$ cat config.mk
export PLATFORM = sky130hd
export DESIGN_NAME = ftp_setup
export DESIGN_NICKNAME = d
export VERILOG_FILES = /design/src/hdl/ftp_pkg.sv /design/src/hdl/ftp_cordic_cell.sv /design/src/hdl/ftp_setup.sv
export SDC_FILE = /design/constraint.sdc
export NUM_CORES = 2
export LEC_CHECK = 0
export BUFFER_PORTS_ARGS = -buffer_cell sky130_fd_sc_hd__buf_2
export CAP_MARGIN = 20
export CORE_ASPECT_RATIO = 2
export CORE_MARGIN = 10
export CORE_UTILIZATION = 30
export DETAILED_ROUTE_END_ITERATION = 8
export SLEW_MARGIN = 20
export SYNTH_ARGS = -nofsm -noshare
export SYNTH_HDL_FRONTEND = slang
export SYNTH_HIERARCHICAL = 1
export SYNTH_SLANG_ARGS = --single-unit
export TNS_END_PERCENT = 10
$ cat constraint.sdc
create_clock -name clk_i -period 12.3 [get_ports clk_i]
set_clock_uncertainty 0.2 [all_clocks]
set_input_delay 0.615 -clock clk_i [delete_from_list [all_inputs] [get_ports clk_i]]
set_output_delay 0.615 -clock clk_i [all_outputs]
set_load 0.01 [all_outputs]
$ cat src/hdl/ftp_pkg.sv
// shared types, constants and tables of the formation target pose block
package ftp_pkg;

  localparam int MAX_AGENTS   = 64;
  localparam int ANGLE_STEPS  = 16;
  localparam int MAX_TAB      = 24;
  localparam int CORDIC_STEPS = (ANGLE_STEPS > MAX_TAB) ? MAX_TAB : ANGLE_STEPS;
  localparam int STEP_W       = 5;

  // cordic datapath and angle widths
  localparam int DW = 38;
  localparam int AW = 34;

  // 1/K in Q1.30
  localparam logic [30:0] KINV = 31'd652032874;

  localparam logic [7:0] ID_OFFSET = 8'd100;

  // angle increment of ring slots is (idx * recip) >> RECIP_SHIFT
  localparam int RECIP_SHIFT = 13;
  localparam int RECIP_W     = 46;
  localparam int DIV_W       = 54;

  localparam logic [2:0] MODE_RING   = 3'd0;
  localparam logic [2:0] MODE_LINE   = 3'd1;
  localparam logic [2:0] MODE_COLUMN = 3'd2;
  localparam logic [2:0] MODE_VEE    = 3'd3;
  localparam logic [2:0] MODE_WEDGE  = 3'd4;

  localparam logic [31:0] ATAN_TAB [MAX_TAB] = '{
    32'd536870912, 32'd316933406, 32'd167458907, 32'd85004756, 32'd42667331,
    32'd21354465, 32'd10679838, 32'd5340245, 32'd2670163, 32'd1335087,
    32'd667544, 32'd333772, 32'd166886, 32'd83443, 32'd41722, 32'd20861,
    32'd10430, 32'd5215, 32'd2608, 32'd1304, 32'd652, 32'd326, 32'd163, 32'd81
  };

  function automatic logic [AW-1:0] atan_of(input logic [STEP_W-1:0] k);
    logic [AW-1:0] r;
    r = '0;
    if (k < STEP_W'(MAX_TAB)) begin
      r = AW'(ATAN_TAB[k]);
    end
    return r;
  endfunction

  // item data that rides along the cordic cells
  typedef struct packed {
    logic               ok;
    logic               yzero;
    logic [5:0]         idx;
    logic signed [31:0] lx;
    logic signed [31:0] ly;
    logic signed [31:0] lz;
    logic signed [15:0] qx;
    logic signed [15:0] qy;
    logic signed [15:0] qz;
    logic signed [15:0] qw;
  } side_t;

  typedef struct packed {
    logic                 vld;
    side_t                side;
    logic signed [DW-1:0] x;
    logic signed [DW-1:0] y;
    logic signed [AW-1:0] z;
  } cbus_t;

  // configuration plus values derived from it
  typedef struct packed {
    logic [2:0]         mode;
    logic [15:0]        spacing;
    logic [6:0]         agent_count;
    logic [7:0]         leader_number;
    logic [31:0]        radius;
    logic [RECIP_W-1:0] recip;
    logic               busy;
  } cfg_t;

endpackage

$ cat src/hdl/ftp_cordic_cell.sv
// one cordic micro-rotation cell, vectoring or rotation, registered output
module ftp_cordic_cell (
  input  logic                      clk_i,
  input  logic                      rst_ni,
  input  logic                      en_i,
  input  logic [ftp_pkg::STEP_W-1:0] k_i,
  input  logic                      vec_i,
  input  ftp_pkg::cbus_t            bus_i,
  output ftp_pkg::cbus_t            bus_o
);

  logic signed [ftp_pkg::DW-1:0] xs, ys;
  logic [ftp_pkg::AW-1:0]        at;
  logic                          rot_pos;
  logic                          vld_q;
  ftp_pkg::cbus_t                dat_q, dat_d;

  assign xs = bus_i.x >>> k_i;
  assign ys = bus_i.y >>> k_i;
  assign at = ftp_pkg::atan_of(k_i);
  // vectoring drives y toward zero, rotation drives z toward zero
  assign rot_pos = vec_i ? bus_i.y[ftp_pkg::DW-1] : !bus_i.z[ftp_pkg::AW-1];

  always_comb begin
    dat_d      = bus_i;
    dat_d.x    = rot_pos ? bus_i.x - ys : bus_i.x + ys;
    dat_d.y    = rot_pos ? bus_i.y + xs : bus_i.y - xs;
    dat_d.z    = rot_pos ? bus_i.z - $signed(at) : bus_i.z + $signed(at);
  end

  always_ff @(posedge clk_i or negedge rst_ni) begin
    if (!rst_ni) begin
      vld_q <= 1'b0;
    end else if (en_i) begin
      vld_q <= bus_i.vld;
    end
  end

  always_ff @(posedge clk_i) begin
    if (en_i) begin
      dat_q <= dat_d;
    end
  end

  always_comb begin
    bus_o     = dat_q;
    bus_o.vld = vld_q;
  end

endmodule

$ cat src/hdl/ftp_setup.sv
// configuration registers and the precompute of ring radius and slot step
module ftp_setup (
  input  logic              clk_i,
  input  logic              rst_ni,
  input  logic              psel,
  input  logic              penable,
  input  logic              pwrite,
  input  logic [3:0]        paddr,
  input  logic [31:0]       pwdata,
  output logic [31:0]       prdata,
  output ftp_pkg::cfg_t     cfg_o
);

  typedef enum logic [2:0] {
    ST_IDLE, ST_PHI, ST_ROT, ST_SCALE, ST_RAD, ST_REC, ST_DONE
  } state_e;

  localparam logic [1:0] REG_MODE    = 2'd0;
  localparam logic [1:0] REG_SPACING = 2'd1;
  localparam logic [1:0] REG_COUNT   = 2'd2;
  localparam logic [1:0] REG_LEADER  = 2'd3;
  localparam int CNT_W = $clog2(ftp_pkg::DIV_W + 1);

  state_e                        state_q;
  logic [CNT_W-1:0]              cnt_q;
  logic [2:0]                    mode_q;
  logic [15:0]                   spacing_q;
  logic [6:0]                    count_q;
  logic [7:0]                    leader_q;
  logic [ftp_pkg::DIV_W-1:0]     num_q, quo_q, div_num, quo_n;
  logic [31:0]                   den_q, rem_q, div_den, rem_n, sy_q, radius_q;
  logic [ftp_pkg::RECIP_W-1:0]   recip_q;
  logic [32:0]                   rem_sh;
  logic                          ge;
  logic                          wr;
  logic [6:0]                    cnt_sat;
  logic [6:0]                    n_eff;
  logic                          n_small;
  logic                          cell_en;
  ftp_pkg::cbus_t                cell_in, cell_out;
  logic signed [31:0]            ys;
  logic signed [31:0]            kc;
  logic signed [63:0]            yprod;
  logic signed [33:0]            sy_s;

  assign wr = psel & penable & pwrite;

  assign cnt_sat = (count_q > 7'(ftp_pkg::MAX_AGENTS)) ? 7'(ftp_pkg::MAX_AGENTS) : count_q;
  assign n_small = (cnt_sat <= 7'd2);
  assign n_eff   = n_small ? 7'd1 : cnt_sat - 7'd1;

  // operands of the shared restoring divider
  always_comb begin
    case (state_q)
      ST_PHI: begin
        div_num = ftp_pkg::DIV_W'(1) << 31;
        div_den = 32'(n_eff);
      end
      ST_RAD: begin
        div_num = (ftp_pkg::DIV_W'(spacing_q) << 37) + ftp_pkg::DIV_W'(sy_q >> 1);
        div_den = sy_q;
      end
      ST_REC: begin
        div_num = (ftp_pkg::DIV_W'(1) << 45) + ftp_pkg::DIV_W'(n_eff) - ftp_pkg::DIV_W'(1);
        div_den = 32'(n_eff);
      end
      default: begin
        div_num = '0;
        div_den = 32'd1;
      end
    endcase
  end

  assign rem_sh = {rem_q, num_q[ftp_pkg::DIV_W-1]};
  assign ge     = rem_sh >= {1'b0, den_q};
  assign rem_n  = ge ? 32'(rem_sh - {1'b0, den_q}) : rem_sh[31:0];
  assign quo_n  = {quo_q[ftp_pkg::DIV_W-2:0], ge};

  // sin(pi/n) from one rotation of the unit vector, run on a single cell
  always_comb begin
    cell_in      = '0;
    cell_in.vld  = 1'b1;
    cell_in.x    = ftp_pkg::DW'(1) <<< 30;
    cell_in.z    = ftp_pkg::AW'(quo_q[31:0]);
    if (cnt_q != '0) begin
      cell_in = cell_out;
    end
  end

  assign cell_en = (state_q == ST_ROT);

  ftp_cordic_cell u_cell (
    .clk_i  (clk_i),
    .rst_ni (rst_ni),
    .en_i   (cell_en),
    .k_i    (cnt_q[ftp_pkg::STEP_W-1:0]),
    .vec_i  (1'b0),
    .bus_i  (cell_in),
    .bus_o  (cell_out)
  );

  assign ys    = cell_out.y[31:0];
  assign kc    = {1'b0, ftp_pkg::KINV};
  assign yprod = ys * kc;
  assign sy_s  = 34'((yprod + (64'sd1 <<< 29)) >>> 30);

  always_ff @(posedge clk_i or negedge rst_ni) begin
    if (!rst_ni) begin
      state_q   <= ST_PHI;
      cnt_q     <= '0;
      mode_q    <= 3'd0;
      spacing_q <= 16'd256;
      count_q   <= 7'd1;
      leader_q  <= 8'd1;
      num_q     <= '0;
      quo_q     <= '0;
      den_q     <= 32'd1;
      rem_q     <= '0;
      sy_q      <= 32'd1;
      radius_q  <= '0;
      recip_q   <= '0;
    end else if (wr) begin
      case (paddr[3:2])
        REG_MODE:    mode_q    <= pwdata[2:0];
        REG_SPACING: spacing_q <= pwdata[15:0];
        REG_COUNT:   count_q   <= pwdata[6:0];
        REG_LEADER:  leader_q  <= pwdata[7:0];
        default:     mode_q    <= mode_q;
      endcase
      state_q <= ST_PHI;
      cnt_q   <= '0;
    end else begin
      case (state_q)
        ST_PHI, ST_RAD, ST_REC: begin
          if (cnt_q == '0) begin
            num_q <= div_num;
            den_q <= div_den;
            rem_q <= '0;
            quo_q <= '0;
            cnt_q <= CNT_W'(1);
            if (state_q == ST_REC) begin
              radius_q <= n_small ? {8'd0, spacing_q, 8'd0} : quo_q[31:0];
            end
          end else begin
            rem_q <= rem_n;
            num_q <= num_q << 1;
            quo_q <= quo_n;
            if (cnt_q == CNT_W'(ftp_pkg::DIV_W)) begin
              cnt_q <= '0;
              case (state_q)
                ST_PHI:  state_q <= ST_ROT;
                ST_RAD:  state_q <= ST_REC;
                default: state_q <= ST_DONE;
              endcase
            end else begin
              cnt_q <= cnt_q + CNT_W'(1);
            end
          end
        end
        ST_ROT: begin
          if (cnt_q == CNT_W'(ftp_pkg::CORDIC_STEPS - 1)) begin
            cnt_q   <= '0;
            state_q <= ST_SCALE;
          end else begin
            cnt_q <= cnt_q + CNT_W'(1);
          end
        end
        ST_SCALE: begin
          sy_q    <= (sy_s <= 34'sd0) ? 32'd1 : sy_s[31:0];
          state_q <= ST_RAD;
        end
        ST_DONE: begin
          recip_q <= quo_q[ftp_pkg::RECIP_W-1:0];
          state_q <= ST_IDLE;
        end
        default: state_q <= ST_IDLE;
      endcase
    end
  end

  always_comb begin
    case (paddr[3:2])
      REG_MODE:    prdata = {29'd0, mode_q};
      REG_SPACING: prdata = {16'd0, spacing_q};
      REG_COUNT:   prdata = {25'd0, count_q};
      REG_LEADER:  prdata = {24'd0, leader_q};
      default:     prdata = '0;
    endcase
  end

  assign cfg_o.mode          = mode_q;
  assign cfg_o.spacing       = spacing_q;
  assign cfg_o.agent_count   = cnt_sat;
  assign cfg_o.leader_number = leader_q;
  assign cfg_o.radius        = radius_q;
  assign cfg_o.recip         = recip_q;
  assign cfg_o.busy          = (state_q != ST_IDLE);

endmodule

==> flow_metrics.tcl <==
set metrics [dict create \
    drive_gt1_share_pct 10.2 \
    place.gp.congestion 0.985 \
    clkSinkCount 427 \
    min_to "leader_q[7]" \
    vdd_drop_max_v 0.000127 \
    timing.max_cap.violations 0 \
    cts_setup_buffers 0 \
    grt_pass1_vias 47600 \
    antenna_left 0 \
    clock_tree.buffer_depth 3 \
    crit_arrival_ns 11.31 \
    die_h_um 623 \
    critPathLaunchType "register" \
    place_ws_ns 1.37 \
    cts_tree "built" \
    status "completed" \
    reg2reg_depth 32 \
    hp-start "pwdata[7]" \
    vias 44900 \
    fin_nets 6983 \
    syn_area_um2 54600 \
    setup_tns_ns 0 \
    antenna_found_initial 4 \
    min_period_ns 10.97 \
    p_total_w 0.0139 \
    fin_ws_ns 1.33 \
    setup-violations-final 0 \
    dr.first_iter.drc_count 2948 \
    crit_top_cell "inv_1" \
    reg2reg_slack_ns 1.33 \
    drcViolationCount 0 \
    rsz0062_at_grt "false" \
    slowest_delay_ns 0.72 \
    n_fill_cell 18600 \
    grt_start_max_net_pins 125 \
    period_share_pct 89.2 \
    timing.rr.end "sy_q[0]" \
    rows 221 \
    cts-root-buf "clkbuf_16" \
    die_w_um 322 \
    power_density_nw_per_um2 234 \
    yosysWarnings 6 \
    busiest_layer "met2" \
    dpl.hpwl_um 170000 \
    port_buffers 151 \
    cp_max_fo 9 \
    globalRouteTotalUtil_pct 20.5 \
    area_delta_synth_final_pct 8.58 \
    regToRegStartpoint "u_cell/bus_o[44]" \
    ctsResizeCount 0 \
    end_kind "register" \
    hold_depth 2 \
    postSynthAreaPerCell_um2 9.14 \
    placed_cells 8287 \
    grt-ovfl-total 0 \
    tightest_slew_ns 1.29 \
    global_route.usage.met1_pct 18.5 \
    hold_violations 0 \
    fmax_ghz 0.0912 \
    wl_per_cell_um 25.0 \
    cts_buffers 43 \
    final_cells 8373 \
    met3_usage_pct 2.32 \
    vias_per_cell 5.36 \
    use_met2_pct 39.7 \
    ioPinCount 186 \
    core_area_um2 181000 \
    relSlewSlack_pct 14.3 \
    firstDrtPassIters 5 \
    place_area_um2 57800 \
    grt_pass1_wl_um 308000 \
    h-tree-depth 2 \
    cts.clk_slew.worst_paths_ns 0.06 \
    synthCells 5970 \
    cp_data_required_time_ns 12.64 \
    wl_um 210000 \
    hp-class "input port to register" \
    hold_buffers 2 \
    critPathSlowestCell "a21boi_0" \
    clock_latency_ns 0.66 \
    die_area_um2 200000 \
    initial_utilization_pct 30.1 \
    maxSlewViolCount 0 \
    critical_path_class "register to register" \
    postLayoutCellArea_um2 59300 \
    total_leakage_power_nw 27.3 \
]
metrics by stage:
stage / hold slack, ns / utilization, %
6_report: 0.0282 / 32.7
5_1_grt: 0.0292 / 32.7
4_1_cts: 0.00186 / 32.7
3_5_place_dp: 0.251 / 31.9
3_3_place_gp: 0.249 / 31.9
2_1_floorplan: 0.119 / -
worst max-delay path, delay by kind of cell, from the launching register on:
family,cells,cell delay [ns]
XOR/XNOR,3,0.91
AO/OA/AOI/OAI,8,2.67
flip-flops,1,0.65
AND/OR/NAND/NOR,5,1.80
buffers and inverters,7,0.44
adder cells (fa/ha/maj),9,4.12
sequential cells by signal, indices dropped and copies added (netlist names), 8 cells and up:
signal        count
den_q            32
recip_q          46
leader_q          8
radius_q         32
rem_q            32
quo_q            46
num_q            54
spacing_q        16
u_cell/bus_o    110
sy_q             32
worst max-delay path by stage:
stage | start | end | slack (ns)
after floorplan | u_cell/bus_o[65] | sy_q[0] | 2.96
after global placement | u_cell/bus_o[45] | sy_q[30] | 1.41
after detailed placement | u_cell/bus_o[46] | sy_q[30] | 1.37
after CTS | u_cell/bus_o[46] | sy_q[7] | 1.31
after global routing | u_cell/bus_o[46] | sy_q[0] | 0.81
final | u_cell/bus_o[44] | sy_q[0] | 1.33
placed cells by master (no fill, tap or decap), types with 45 or more instances in the layout:
cell type and n:
nor2b_1 63, buf_4 79, edfxtp_1 110, xnor2_1 214
dfrtp_1 306, mux2_2 148, mux4_2 72, a31oi_1 58
o21ai_0 250, nor2_1 293, and2_1 119, a21o_1 115
mux2i_1 115, ha_1 511, xor2_1 151, clkbuf_16 45
buf_2 152, a211oi_1 56, a22o_1 71, nand2_1 600
nand3_1 117, nor3_1 61, a21oi_1 335, inv_1 794
fa_1 436
where the power goes:
group	switching [W]	internal, W	leakage (nW)
Clock	0.000629	0.000732	0.667
Sequential	0.000257	0.00205	5.17
Combinational	0.00621	0.00400	21.5
Total	0.00710	0.00678	27.3
cell type report:
type / instances / area, µm² / area share [%]
Timing Repair Buffer: 236 / 1430 / 2.41
Sequential cell: 427 / 11300 / 19.0
Clock buffer: 70 / 1270 / 2.14
Antenna cell: 4 / 10.0 / 0.0169
Multi-Input combinational cell: 4487 / 39300 / 66.2
Inverter: 800 / 3010 / 5.07
Clock inverter: 8 / 113 / 0.190
Tap cell: 2341 / 2930 / 4.94
routing by layer:
metal  wire (µm)  share of wire (%)
met3        7770                3.7
met1       65800                 31
met4       21800                 10
met2      114000                 54
met5          41              0.020
Note: power is estimated with default switching activity, not from simulation.
