===== src/hdl/ftp_pkg.sv =====
// shared types, constants and tables of the formation target pose block
package ftp_pkg;

  localparam int MAX_AGENTS   = 64;
  localparam int ANGLE_STEPS  = 16;
  localparam int MAX_TAB      = 24;
  localparam int CORDIC_STEPS = (ANGLE_STEPS > MAX_TAB) ? MAX_TAB : ANGLE_STEPS;
  localparam int STEP_W       = 5;

  // cordic datapath and angle widths
  localparam int DW = 38;
  localparam int AW = 34;

  // 1/K in Q1.30
  localparam logic [30:0] KINV = 31'd652032874;

  localparam logic [7:0] ID_OFFSET = 8'd100;

  // angle increment of ring slots is (idx * recip) >> RECIP_SHIFT
  localparam int RECIP_SHIFT = 13;
  localparam int RECIP_W     = 46;
  localparam int DIV_W       = 54;

  localparam logic [2:0] MODE_RING   = 3'd0;
  localparam logic [2:0] MODE_LINE   = 3'd1;
  localparam logic [2:0] MODE_COLUMN = 3'd2;
  localparam logic [2:0] MODE_VEE    = 3'd3;
  localparam logic [2:0] MODE_WEDGE  = 3'd4;

  localparam logic [31:0] ATAN_TAB [MAX_TAB] = '{
    32'd536870912, 32'd316933406, 32'd167458907, 32'd85004756, 32'd42667331,
    32'd21354465, 32'd10679838, 32'd5340245, 32'd2670163, 32'd1335087,
    32'd667544, 32'd333772, 32'd166886, 32'd83443, 32'd41722, 32'd20861,
    32'd10430, 32'd5215, 32'd2608, 32'd1304, 32'd652, 32'd326, 32'd163, 32'd81
  };

  function automatic logic [AW-1:0] atan_of(input logic [STEP_W-1:0] k);
    logic [AW-1:0] r;
    r = '0;
    if (k < STEP_W'(MAX_TAB)) begin
      r = AW'(ATAN_TAB[k]);
    end
    return r;
  endfunction

  // item data that rides along the cordic cells
  typedef struct packed {
    logic               ok;
    logic               yzero;
    logic [5:0]         idx;
    logic signed [31:0] lx;
    logic signed [31:0] ly;
    logic signed [31:0] lz;
    logic signed [15:0] qx;
    logic signed [15:0] qy;
    logic signed [15:0] qz;
    logic signed [15:0] qw;
  } side_t;

  typedef struct packed {
    logic                 vld;
    side_t                side;
    logic signed [DW-1:0] x;
    logic signed [DW-1:0] y;
    logic signed [AW-1:0] z;
  } cbus_t;

  // configuration plus values derived from it
  typedef struct packed {
    logic [2:0]         mode;
    logic [15:0]        spacing;
    logic [6:0]         agent_count;
    logic [7:0]         leader_number;
    logic [31:0]        radius;
    logic [RECIP_W-1:0] recip;
    logic               busy;
  } cfg_t;

endpackage


===== src/hdl/ftp_cordic_cell.sv =====
// one cordic micro-rotation cell, vectoring or rotation, registered output
module ftp_cordic_cell (
  input  logic                      clk_i,
  input  logic                      rst_ni,
  input  logic                      en_i,
  input  logic [ftp_pkg::STEP_W-1:0] k_i,
  input  logic                      vec_i,
  input  ftp_pkg::cbus_t            bus_i,
  output ftp_pkg::cbus_t            bus_o
);

  logic signed [ftp_pkg::DW-1:0] xs, ys;
  logic [ftp_pkg::AW-1:0]        at;
  logic                          rot_pos;
  logic                          vld_q;
  ftp_pkg::cbus_t                dat_q, dat_d;

  assign xs = bus_i.x >>> k_i;
  assign ys = bus_i.y >>> k_i;
  assign at = ftp_pkg::atan_of(k_i);
  // vectoring drives y toward zero, rotation drives z toward zero
  assign rot_pos = vec_i ? bus_i.y[ftp_pkg::DW-1] : !bus_i.z[ftp_pkg::AW-1];

  always_comb begin
    dat_d      = bus_i;
    dat_d.x    = rot_pos ? bus_i.x - ys : bus_i.x + ys;
    dat_d.y    = rot_pos ? bus_i.y + xs : bus_i.y - xs;
    dat_d.z    = rot_pos ? bus_i.z - $signed(at) : bus_i.z + $signed(at);
  end

  always_ff @(posedge clk_i or negedge rst_ni) begin
    if (!rst_ni) begin
      vld_q <= 1'b0;
    end else if (en_i) begin
      vld_q <= bus_i.vld;
    end
  end

  always_ff @(posedge clk_i) begin
    if (en_i) begin
      dat_q <= dat_d;
    end
  end

  always_comb begin
    bus_o     = dat_q;
    bus_o.vld = vld_q;
  end

endmodule


===== config.mk =====
export PLATFORM = sky130hd
export DESIGN_NAME = ftp_cordic_cell
export DESIGN_NICKNAME = d
export VERILOG_FILES = /design/src/hdl/ftp_pkg.sv /design/src/hdl/ftp_cordic_cell.sv
export SDC_FILE = /design/constraint.sdc
export NUM_CORES = 1
export LEC_CHECK = 0
export ABC_AREA = 1
export BUFFER_PORTS_ARGS = -buffer_cell sky130_fd_sc_hd__buf_2
export CORE_AREA = 2 2 222 224
export CTS_BUF_LIST = sky130_fd_sc_hd__clkbuf_8
export CTS_CLUSTER_SIZE = 14
export DETAILED_ROUTE_END_ITERATION = 6
export DIE_AREA = 0 0 224 226
export GPL_ROUTABILITY_DRIVEN = 0
export PLACE_DENSITY = 0.82
export SLEW_MARGIN = 10
export SYNTH_ARGS = -nofsm -noshare
export SYNTH_HDL_FRONTEND = slang
export SYNTH_SLANG_ARGS = --single-unit
export TNS_END_PERCENT = 10

===== constraint.sdc =====
create_clock -name clk_i -period 1.1 [get_ports clk_i]
set_input_delay 0.11 -clock clk_i [delete_from_list [all_inputs] [get_ports clk_i]]
set_output_delay 0.11 -clock clk_i [all_outputs]
set_load 0.005 [all_outputs]

==> results of run 1 <==
-- cell usage after synthesis (11+ instances only) --
master | number | share of area
nand2_1 | 871 | 0.14
nand3_1 | 453 | 0.10
edfxtp_1 | 278 | 0.37
inv_1 | 244 | 0.041
nor2_1 | 226 | 0.038
a21oi_1 | 149 | 0.033
xor2_1 | 118 | 0.046
ha_1 | 117 | 0.065
o21ai_0 | 88 | 0.020
xnor2_1 | 61 | 0.024
buf_2 | 40 | 0.0089
nand4_1 | 29 | 0.0080
a31oi_1 | 28 | 0.0078
nand2_2 | 22 | 0.0061
clkbuf_1 | 21 | 0.0035
inv_2 | 19 | 0.0032
nor2_2 | 18 | 0.0050
o21ai_1 | 18 | 0.0040
buf_1 | 14 | 0.0023
nand3_2 | 13 | 0.0058
nand3b_1 | 13 | 0.0043
buf_6 | 12 | 0.0060
nor3_1 | 12 | 0.0027
a21o_1 | 11 | 0.0037
-- layer usage --
layer | overflow | GRT usage
met1 | 46 | 0.830
met3 | 32 | 0.727
met5 | 2 | 0.496
met4 | 418 | 0.925
met2 | 1320 | 1.09
-- through the flow --
step	cells	hold slack [ns]	setup WS (ns)	util
floorplan	2991	-0.186	-2.72	-
global placement	4902	-0.114	-3.46	0.667
detailed placement	4902	-0.114	-3.56	0.667
CTS	5254	-0.159	-2.25	0.783
-- repair_timing --
| item | in CTS |
|---|---|
| buffers inserted | 95 |
| hold buffers | 172 |
| gates resized for setup | 502 |
| gates cloned | 8 |
| setup endpoints to repair | 389 |
| pin swaps | 205 |
| endpoints found under the hold margin | 181 |
-- kinds of logic after synthesis --
family	Yosys count	share of synthesized area
adder cells (fa/ha/maj)	120	0.0675
flip-flops	279	0.371
XOR/XNOR	179	0.0695
AO/OA/AOI/OAI	362	0.0928
AND/OR/NAND/NOR	1687	0.330
multiplexers	1	0.000499
buffers and inverters	363	0.0687
==> run summary, run 1 <==
• largest net degree at the start of global routing: 35
• error message: [ERROR GRT-0232] Routing congestion too high. Check the congestion heatmap in the GUI.
• main flop type after synthesis: edfxtp_1
• stage where the flow stopped: 5_1_grt
• CTS HTree Levels: 2
• global-route usage over all layers: 0.884
• synthesized area divided by synthesized cell count: 7.55 um^2
• Die Wd: 224 um
• Placed Instance Area: 32200 um^2
• overall overflow remaining after global route: 1818
• net count of the mapped netlist: 3399
• DIE HEIGHT: 226 um
• Worst Endpoint after GRT Repair: bus_o[27]$_DFFE_PP_/D
• classification of the worst endpoint: sequential cell input
• warning count from the yosys run: 0
• maximum number of buffers from clock root to sink: 3
• Post-Synthesis Cells: 2991
• clock net sink count: 279
• initial core utilization: 0.467
• portion of the post-synthesis area used by sequential elements: 0.371
• total CTS buffers: 46
• number of unique standard cell types used by synthesis: 62
• outcome: did not finish
• buffers added on ports: 566
• Seq cells post-synth: 279
• count of flip-flops with a built-in enable after synthesis: 278
• Post-Synthesis Cell Area: 22600 um^2
• half-perimeter wire length after placement: 80.1 mm
• root buf cell: clkbuf_8
• number of top-level pins: 567
• row count: 81
• proportion of synthesized flip-flops having asynchronous set or reset: 0.00358
==> run 2, diff against run 1 <==
--- a/config.mk
+++ b/config.mk
@@ -7,13 +7,11 @@
 export LEC_CHECK = 0
 export ABC_AREA = 1
 export BUFFER_PORTS_ARGS = -buffer_cell sky130_fd_sc_hd__buf_2
-export CORE_AREA = 2 2 222 224
-export CTS_BUF_LIST = sky130_fd_sc_hd__clkbuf_8
-export CTS_CLUSTER_SIZE = 14
+export CORE_MARGIN = 2
+export CORE_UTILIZATION = 40
 export DETAILED_ROUTE_END_ITERATION = 6
-export DIE_AREA = 0 0 224 226
 export GPL_ROUTABILITY_DRIVEN = 0
-export PLACE_DENSITY = 0.82
+export PLACE_DENSITY_LB_ADDON = 0.15
 export SLEW_MARGIN = 10
 export SYNTH_ARGS = -nofsm -noshare
 export SYNTH_HDL_FRONTEND = slang
==> run 2 against run 1 <==
Compared with the run above:
- the flow now finishes, with violations (hold timing, setup timing)
- synthesized cell count did not move
- area after synthesis did not move
==> run summary, run 2 <==
• outcome: finished with violations, was did not finish
• failing checks: hold timing, setup timing
• clk slew on worst S/H paths: 0.06 ns
• overall overflow remaining after global route: 0
• detailed-route via count: 28200
• total power of the final layout: 51.6 mW
• Post-Synthesis Cell Area: 22600 um^2, unchanged
• area taken by flip-flops and latches: 8370 um^2
• warning count from the yosys run: 0, unchanged
• Hold Crit Class: primary input to flop
• remaining antenna violation count after routing: 0
• final hold slack: -0.116 ns
• critical path data required time: 1.42 ns
• routed wirelength normalized by instance count: 18.6 um
• number of max-capacitance violations reported: 0
• net count of the mapped netlist: 3399, unchanged
• combined area of the multi-input logic cells: 16200 um^2
• Setup Crit Path Kind: primary input to flop
• area fraction of the dominant cell type after synthesis: 0.370, unchanged
• CTS HTree Levels: 1, was 2
• buffers added on ports: 566, unchanged
• FF-to-FF Start: vld_q
• clock tree from TritonCTS: yes
• die footprint: 58300 um^2
• top library cells by usage in the layout, fill and taps aside: 942 x buf_4, 714 x nand2_1, 562 x buf_2
• number of cells on the worst reg-to-reg path: 1
• setup repair after global routing missed its margin: yes
• achievable clock frequency: 0.273 GHz
• main flop type after synthesis: edfxtp_1, unchanged
• Die Wd: 242 um, was 224 um
• leading cell types by count after synthesis: 871 x nand2_1, 453 x nand3_1, 278 x edfxtp_1, 244 x inv_1, 226 x nor2_1, unchanged
• Post-Synthesis Cells: 2991, unchanged
• Post-Route Skew: 0 ns
• # DRC: 0
• slew margin rel.: 0.651
• routed wire length: 101 mm
• Power Dens Cells: 1280 nW/um^2
• maximum ir drop on the vdd rail: 1.22 mV
• dpl cells: 5124, was 4902
• DIE HEIGHT: 242 um, was 226 um
• count of flip-flops with a built-in enable after synthesis: 278, unchanged
• largest net degree at the start of global routing: 43
• worst path setup slack after routing: -2.57 ns
• Startpoint Class: primary input
• DR pass1 iterations: 6
• initial core utilization: 0.403, was 0.467
• root buf cell: clkbuf_16, was clkbuf_8
• Fin Setup TNS: -240.85 ns
• most common library cell in the layout ignoring fill and taps: buf_4
• most frequent cell after synthesis: nand2_1, unchanged
• synthesized area divided by synthesized cell count: 7.55 um^2, unchanged
• drt initial violations: 2253
• nets: 5085
• post-synthesis cell type with the largest combined area: edfxtp_1, unchanged
• leak pwr: 19.4 nW
• Final Hold Vio Count: 2
• row count: 87, was 81
• final cell area excluding filler cells: 40300 um^2
• transition time of the tightest slew-check pin: 0.519 ns
• fraction of layout cells with a size suffix above 1: 0.510
• drt via density: 5.18
• number of buffers added to fix hold violations after cts: 172, unchanged
• worst slack, placed: -3.57 ns, was -3.56 ns
• leading post-synthesis cells by cell area: edfxtp_1 37%, nand2_1 14%, nand3_1 10%, unchanged
• Finished Core Util: 0.719
• r2r setup slk: 0.32 ns
• Placed Instance Area: 33100 um^2, was 32200 um^2
• reg-to-reg critical path endpoint: vld_q
• startpoint of the worst setup timing path: k_i[0]
• total CTS buffers: 29, was 46
• max-slew violation count: 0
• global-route usage over all layers: 0.322
• number of setup violations in the final report: 389
• first-pass GRT wire length: 149 mm
• Layout fillers: 4199
• final worst-path cycle share: 3.33
• Crit path arrival time: 3.99 ns
• final std cells w/o fill: 5454
• number of top-level pins: 567, unchanged
• portion of the post-synthesis area used by sequential elements: 0.371, unchanged
• number of flip-flops under the largest register name: 278
• proportion of synthesized flip-flops having asynchronous set or reset: 0.00358, unchanged
• area inside the core boundary: 56100 um^2
• maximum number of buffers from clock root to sink: 3, unchanged
• Seq cells post-synth: 279, unchanged
• endpoint of the most critical setup path: bus_o[69]
• peak fanout along the critical path: 12
• final period demand of the worst path: 3.67 ns
• synthesis-to-layout area growth: 78.7%
• Clk Latency, worst-skew pair: 0.57 ns
• number of unique standard cell types used by synthesis: 62, unchanged
• half-perimeter wire length after placement: 74.9 mm, was 80.1 mm
• via count of the first global-routing pass: 27700
• initial antenna violation count: 9
• critical path endpoint category: flop
• clock net sink count: 279, unchanged
==> run 2: worst max-delay path, stage by stage <==
cell and delay (ns):
buf_16 0.14, inv_16 0.08, buf_12 0.15, nand2_1 0.10, nand3_2 0.10, nand3_2 0.08
nand2_2 0.07, o211ai_2 0.19, nand2_2 0.10, inv_2 0.09, ha_4 0.14, nand3_4 0.08
nor2_4 0.19, nand3_4 0.14, nor2_4 0.14, nand3_1 0.08, nand2_1 0.09, xor2_1 0.21
ha_1 0.30, a21oi_2 0.13, inv_1 0.07, buf_4 0.14, a31oi_4 0.17, o221ai_2 0.13
buf_4 0.16, a31oi_4 0.20, nand3_4 0.16, xor2_2 0.20
==> run 2: final cells by class <==
cell class                 count  share of cell area
antenna                        6            0.000372
clock buffer                  32              0.0183
clock inverter                14             0.00236
inverter                     266              0.0255
multi-input combinational   2349               0.402
sequential                   279               0.208
tap                          756              0.0235
timing repair buffer        1751               0.320
timing repair inverter         1            0.000217
==> run 2: layer usage <==
layer / vias up / global-route usage / routed length, um
li1: 13500 / - / -
met1: 13200 / 0.389 / 39200
met2: 1226 / 0.565 / 49600
met3: 313 / 0.0452 / 7000
met4: 4 / 0.152 / 5520
met5: - / 0 / 21
==> run 2: what timing repair did <==
item / CTS / global route
endpoints found under the setup margin: 389 / 389
setup buffers: 66 / 33
hold endpoints to repair: 175 / 2
gates cloned: 8 / 1
resized for setup: 514 / 340
pin swaps: 167 / 137
==> run 2: worst min path at each step <==
stage              start         to  cells past startpoint
6_report       bus_i[34]  bus_o[34]                      2
5_1_grt        bus_i[34]  bus_o[34]                      2
4_1_cts        bus_i[34]  bus_o[34]                      2
3_5_place_dp      rst_ni      vld_q                      1
3_3_place_gp      rst_ni      vld_q                      1
2_1_floorplan     rst_ni      vld_q                      0
==> run 2: logic make-up (layout without fill, tap and decap cells) <==
logic type / count (synthesis) / count (layout) / share of synthesized area
AOI/OAI and AO/OA: 362 / 362 / 0.0928
xor gates and xnor gates: 179 / 179 / 0.0695
adders and majority gates: 120 / 120 / 0.0675
buffers and inverters: 363 / 2064 / 0.0687
DFF: 279 / 279 / 0.371
muxes: 1 / 1 / 0.000499
other: 0 / 6 / 0
and+or+nand+nor: 1687 / 1687 / 0.330
==> run 2: power by group <==
part           switching, mW  total, mW  internal, mW
Clock                   4.05       9.01          4.96
Sequential             0.494       14.6          14.1
Combinational           14.4       28.0          13.6
Power figures use the tool's default switching activity.
==> run 3, diff against run 2 <==
--- a/config.mk
+++ b/config.mk
@@ -7,6 +7,8 @@
 export LEC_CHECK = 0
 export ABC_AREA = 1
 export BUFFER_PORTS_ARGS = -buffer_cell sky130_fd_sc_hd__buf_2
+export CELL_PAD_IN_SITES_DETAIL_PLACEMENT = 0
+export CELL_PAD_IN_SITES_GLOBAL_PLACEMENT = 1
 export CORE_MARGIN = 2
 export CORE_UTILIZATION = 40
 export DETAILED_ROUTE_END_ITERATION = 6
==> run 3 against run 2 <==
Compared with the run above:
- the flow still finishes with violations (hold timing, setup timing)
- clock skew stayed put
- sequential share of layout area grew 0.39 points
- critical path depth is 1 lower
- non-clock buffer count shrank 31
- fmax rose by 0.68%
- cell area down 1.8%
==> run summary, run 3 (synthesis results as in run 2) <==
• outcome: finished with violations, unchanged
• failing checks: hold timing, setup timing, unchanged
• drt via density: 5.15, was 5.18
• row count: 87, unchanged
• delay of the slowest cell on the worst path: 0.38 ns, was 0.30 ns
• final cell area excluding filler cells: 39600 um^2, was 40300 um^2
• nets: 5055, was 5085
• worst path setup slack after routing: -2.54 ns, was -2.57 ns
• critical path's slowest cell: nor4_4, was ha_1
• number of flip-flops under the largest register name: 278, unchanged
• Min-Delay Startpoint: bus_i[34], unchanged
• DIE HEIGHT: 242 um, unchanged
• number of setup violations in the final report: 389, unchanged
• top library cells by usage in the layout, fill and taps aside: 928 x buf_4, 761 x nand2_1, 561 x buf_2, was 942 x buf_4, 714 x nand2_1, 562 x buf_2
• synthesis-to-layout area growth: 75.4%, was 78.7%
• leak pwr: 19.1 nW, was 19.4 nW
• Cells on Worst Hold Path: 2, unchanged
• global-route usage over all layers: 0.325, was 0.322
• DR pass1 iterations: 6, unchanged
• number of cells on the worst reg-to-reg path: 1, unchanged
• number of top-level pins: 567, unchanged
• final period demand of the worst path: 3.64 ns, was 3.67 ns
• detailed-route via count: 28000, was 28200
• Startpoint Class: primary input, unchanged
• achievable clock frequency: 0.275 GHz, was 0.273 GHz
• initial antenna violation count: 12, was 9
• via count of the first global-routing pass: 28000, was 27700
• peak fanout along the critical path: 17, was 12
• first-pass GRT wire length: 150 mm, was 149 mm
• root buf cell: clkbuf_16, unchanged
• final hold slack: -0.0856 ns, was -0.116 ns
• routed wire length: 102 mm, was 101 mm
• critical path data required time: 1.42 ns, about the same
• Die Wd: 242 um, unchanged
• r2r setup slk: 0.34 ns, was 0.32 ns
• half-perimeter wire length after placement: 76.9 mm, was 74.9 mm
• total CTS buffers: 30, was 29
• hold path endpoint: bus_o[34], unchanged
• Power Dens Cells: 1320 nW/um^2, was 1280 nW/um^2
• number of buffers added to fix hold violations after cts: 172, unchanged
• buffers added on ports: 566, unchanged
• Placed Instance Area: 33000 um^2, was 33100 um^2
• family with the most delay on the worst path: simple AND/OR/NAND/NOR gates, unchanged
• clk slew on worst S/H paths: 0.06 ns, about the same
• most common library cell in the layout ignoring fill and taps: buf_4, unchanged
• total power of the final layout: 52.3 mW, was 51.6 mW
• fraction of layout cells with a size suffix above 1: 0.479, was 0.510
• maximum ir drop on the vdd rail: 1.26 mV, was 1.22 mV
• number of max-capacitance violations reported: 0, unchanged
• maximum number of buffers from clock root to sink: 3, unchanged
• Post-Route Skew: 0 ns, unchanged
• largest net degree at the start of global routing: 36, was 43
• Setup Crit Path Kind: primary input to flop, unchanged
• critical path endpoint category: flop, unchanged
• area inside the core boundary: 56100 um^2, unchanged
• FF-to-FF Start: vld_q, unchanged
• reg-to-reg critical path endpoint: vld_q, unchanged
• most prevalent standard cell on the critical path: inv_2, was nand3_4
• remaining antenna violation count after routing: 0, unchanged
• initial core utilization: 0.403, unchanged
• final worst-path cycle share: 3.31, was 3.33
• clock tree from TritonCTS: yes, unchanged
• Crit path arrival time: 3.96 ns, was 3.99 ns
• Clk Latency, worst-skew pair: 0.58 ns, was 0.57 ns
• max-slew violation count: 0, unchanged
• Hold Crit Class: primary input to flop, unchanged
• overall overflow remaining after global route: 0, unchanged
• drt initial violations: 2176, was 2253
• routed wirelength normalized by instance count: 18.8 um, was 18.6 um
• # DRC: 0, unchanged
• CTS HTree Levels: 1, unchanged
• transition time of the tightest slew-check pin: 0.518 ns, was 0.519 ns
• die footprint: 58300 um^2, unchanged
• slew margin rel.: 0.651, about the same
• clock net sink count: 279, unchanged
• sum of buffers and inverters on the critical path: 8, was 7
• Final Hold Vio Count: 1, was 2
• setup repair after global routing missed its margin: yes, unchanged
-- run 3: cell types whose count changed in the layout (fill, tap and decap cells not counted), sizes merged, moves of 3 or more --
cell / before / now
diode: 6 / 12
clkbuf: 33 / 42
bufinv: 1 / 4
buf: 1576 / 1541
-- run 3: how the worst max path moves through the flow --
stage	cells after the start	end	start	slack, ns
2_1_floorplan	30	bus_o[27]	k_i[0]	-2.72
3_3_place_gp	28	bus_o[107]	k_i[1]	-3.75
3_5_place_dp	28	bus_o[107]	k_i[1]	-3.83
4_1_cts	30	bus_o[31]	k_i[0]	-2.37
5_1_grt	31	bus_o[67]	k_i[0]	-2.69
6_report	27	bus_o[107]	k_i[0]	-2.54
-- run 3: routing by layer --
metal,share of wire,wire length [um],up-vias,global-route usage
met3,0.060,6100,287,0.0413
met1,0.39,40100,13200,0.393
met2,0.49,50500,1071,0.575
li1,-,-,13400,-
met5,0,0,-,0
met4,0.053,5380,0,0.151
-- run 3: what timing repair did --
| item | 4_1_cts | 5_1_grt |
|---|---|---|
| setup endpoints to repair | 389 | 389 |
| pin swaps | 112 | 128 |
| gates resized for setup | 376 | 318 |
| setup buffers | 52 | 30 |
| endpoints found under the hold margin | 192 | 1 |
| gates cloned | 6 | 5 |
-- run 3: report_power, final --
part	total [mW]	internal (mW)	leakage, nW	switching, mW
Combinational	27.3	13.4	15.9	14.0
Sequential	14.7	14.1	2.73	0.531
Clock	10.3	6.06	0.476	4.27
Total	52.3	33.5	19.1	18.8
-- run 3: cell type report --
type,count,area [um^2]
Fill cell,4383,16500
Multi-Input combinational cell,2350,15600
Timing Repair Buffer,1720,12600
Sequential cell,279,8370
Inverter,266,1030
Tap cell,756,946
Clock buffer,37,798
Clock inverter,18,198
Antenna cell,12,30.0
-- run 3: through the flow --
step	std cells	setup TNS [ns]	util	worst slack, ns
6_report	5438	-247.08	0.706	-2.54
5_1_grt	5438	-274.68	0.706	-2.69
4_1_cts	5391	-238.91	0.675	-2.37
3_5_place_dp	5108	-313.37	0.588	-3.83
3_3_place_gp	5108	-307.65	0.588	-3.75
2_1_floorplan	2991	-229.63	-	-2.72
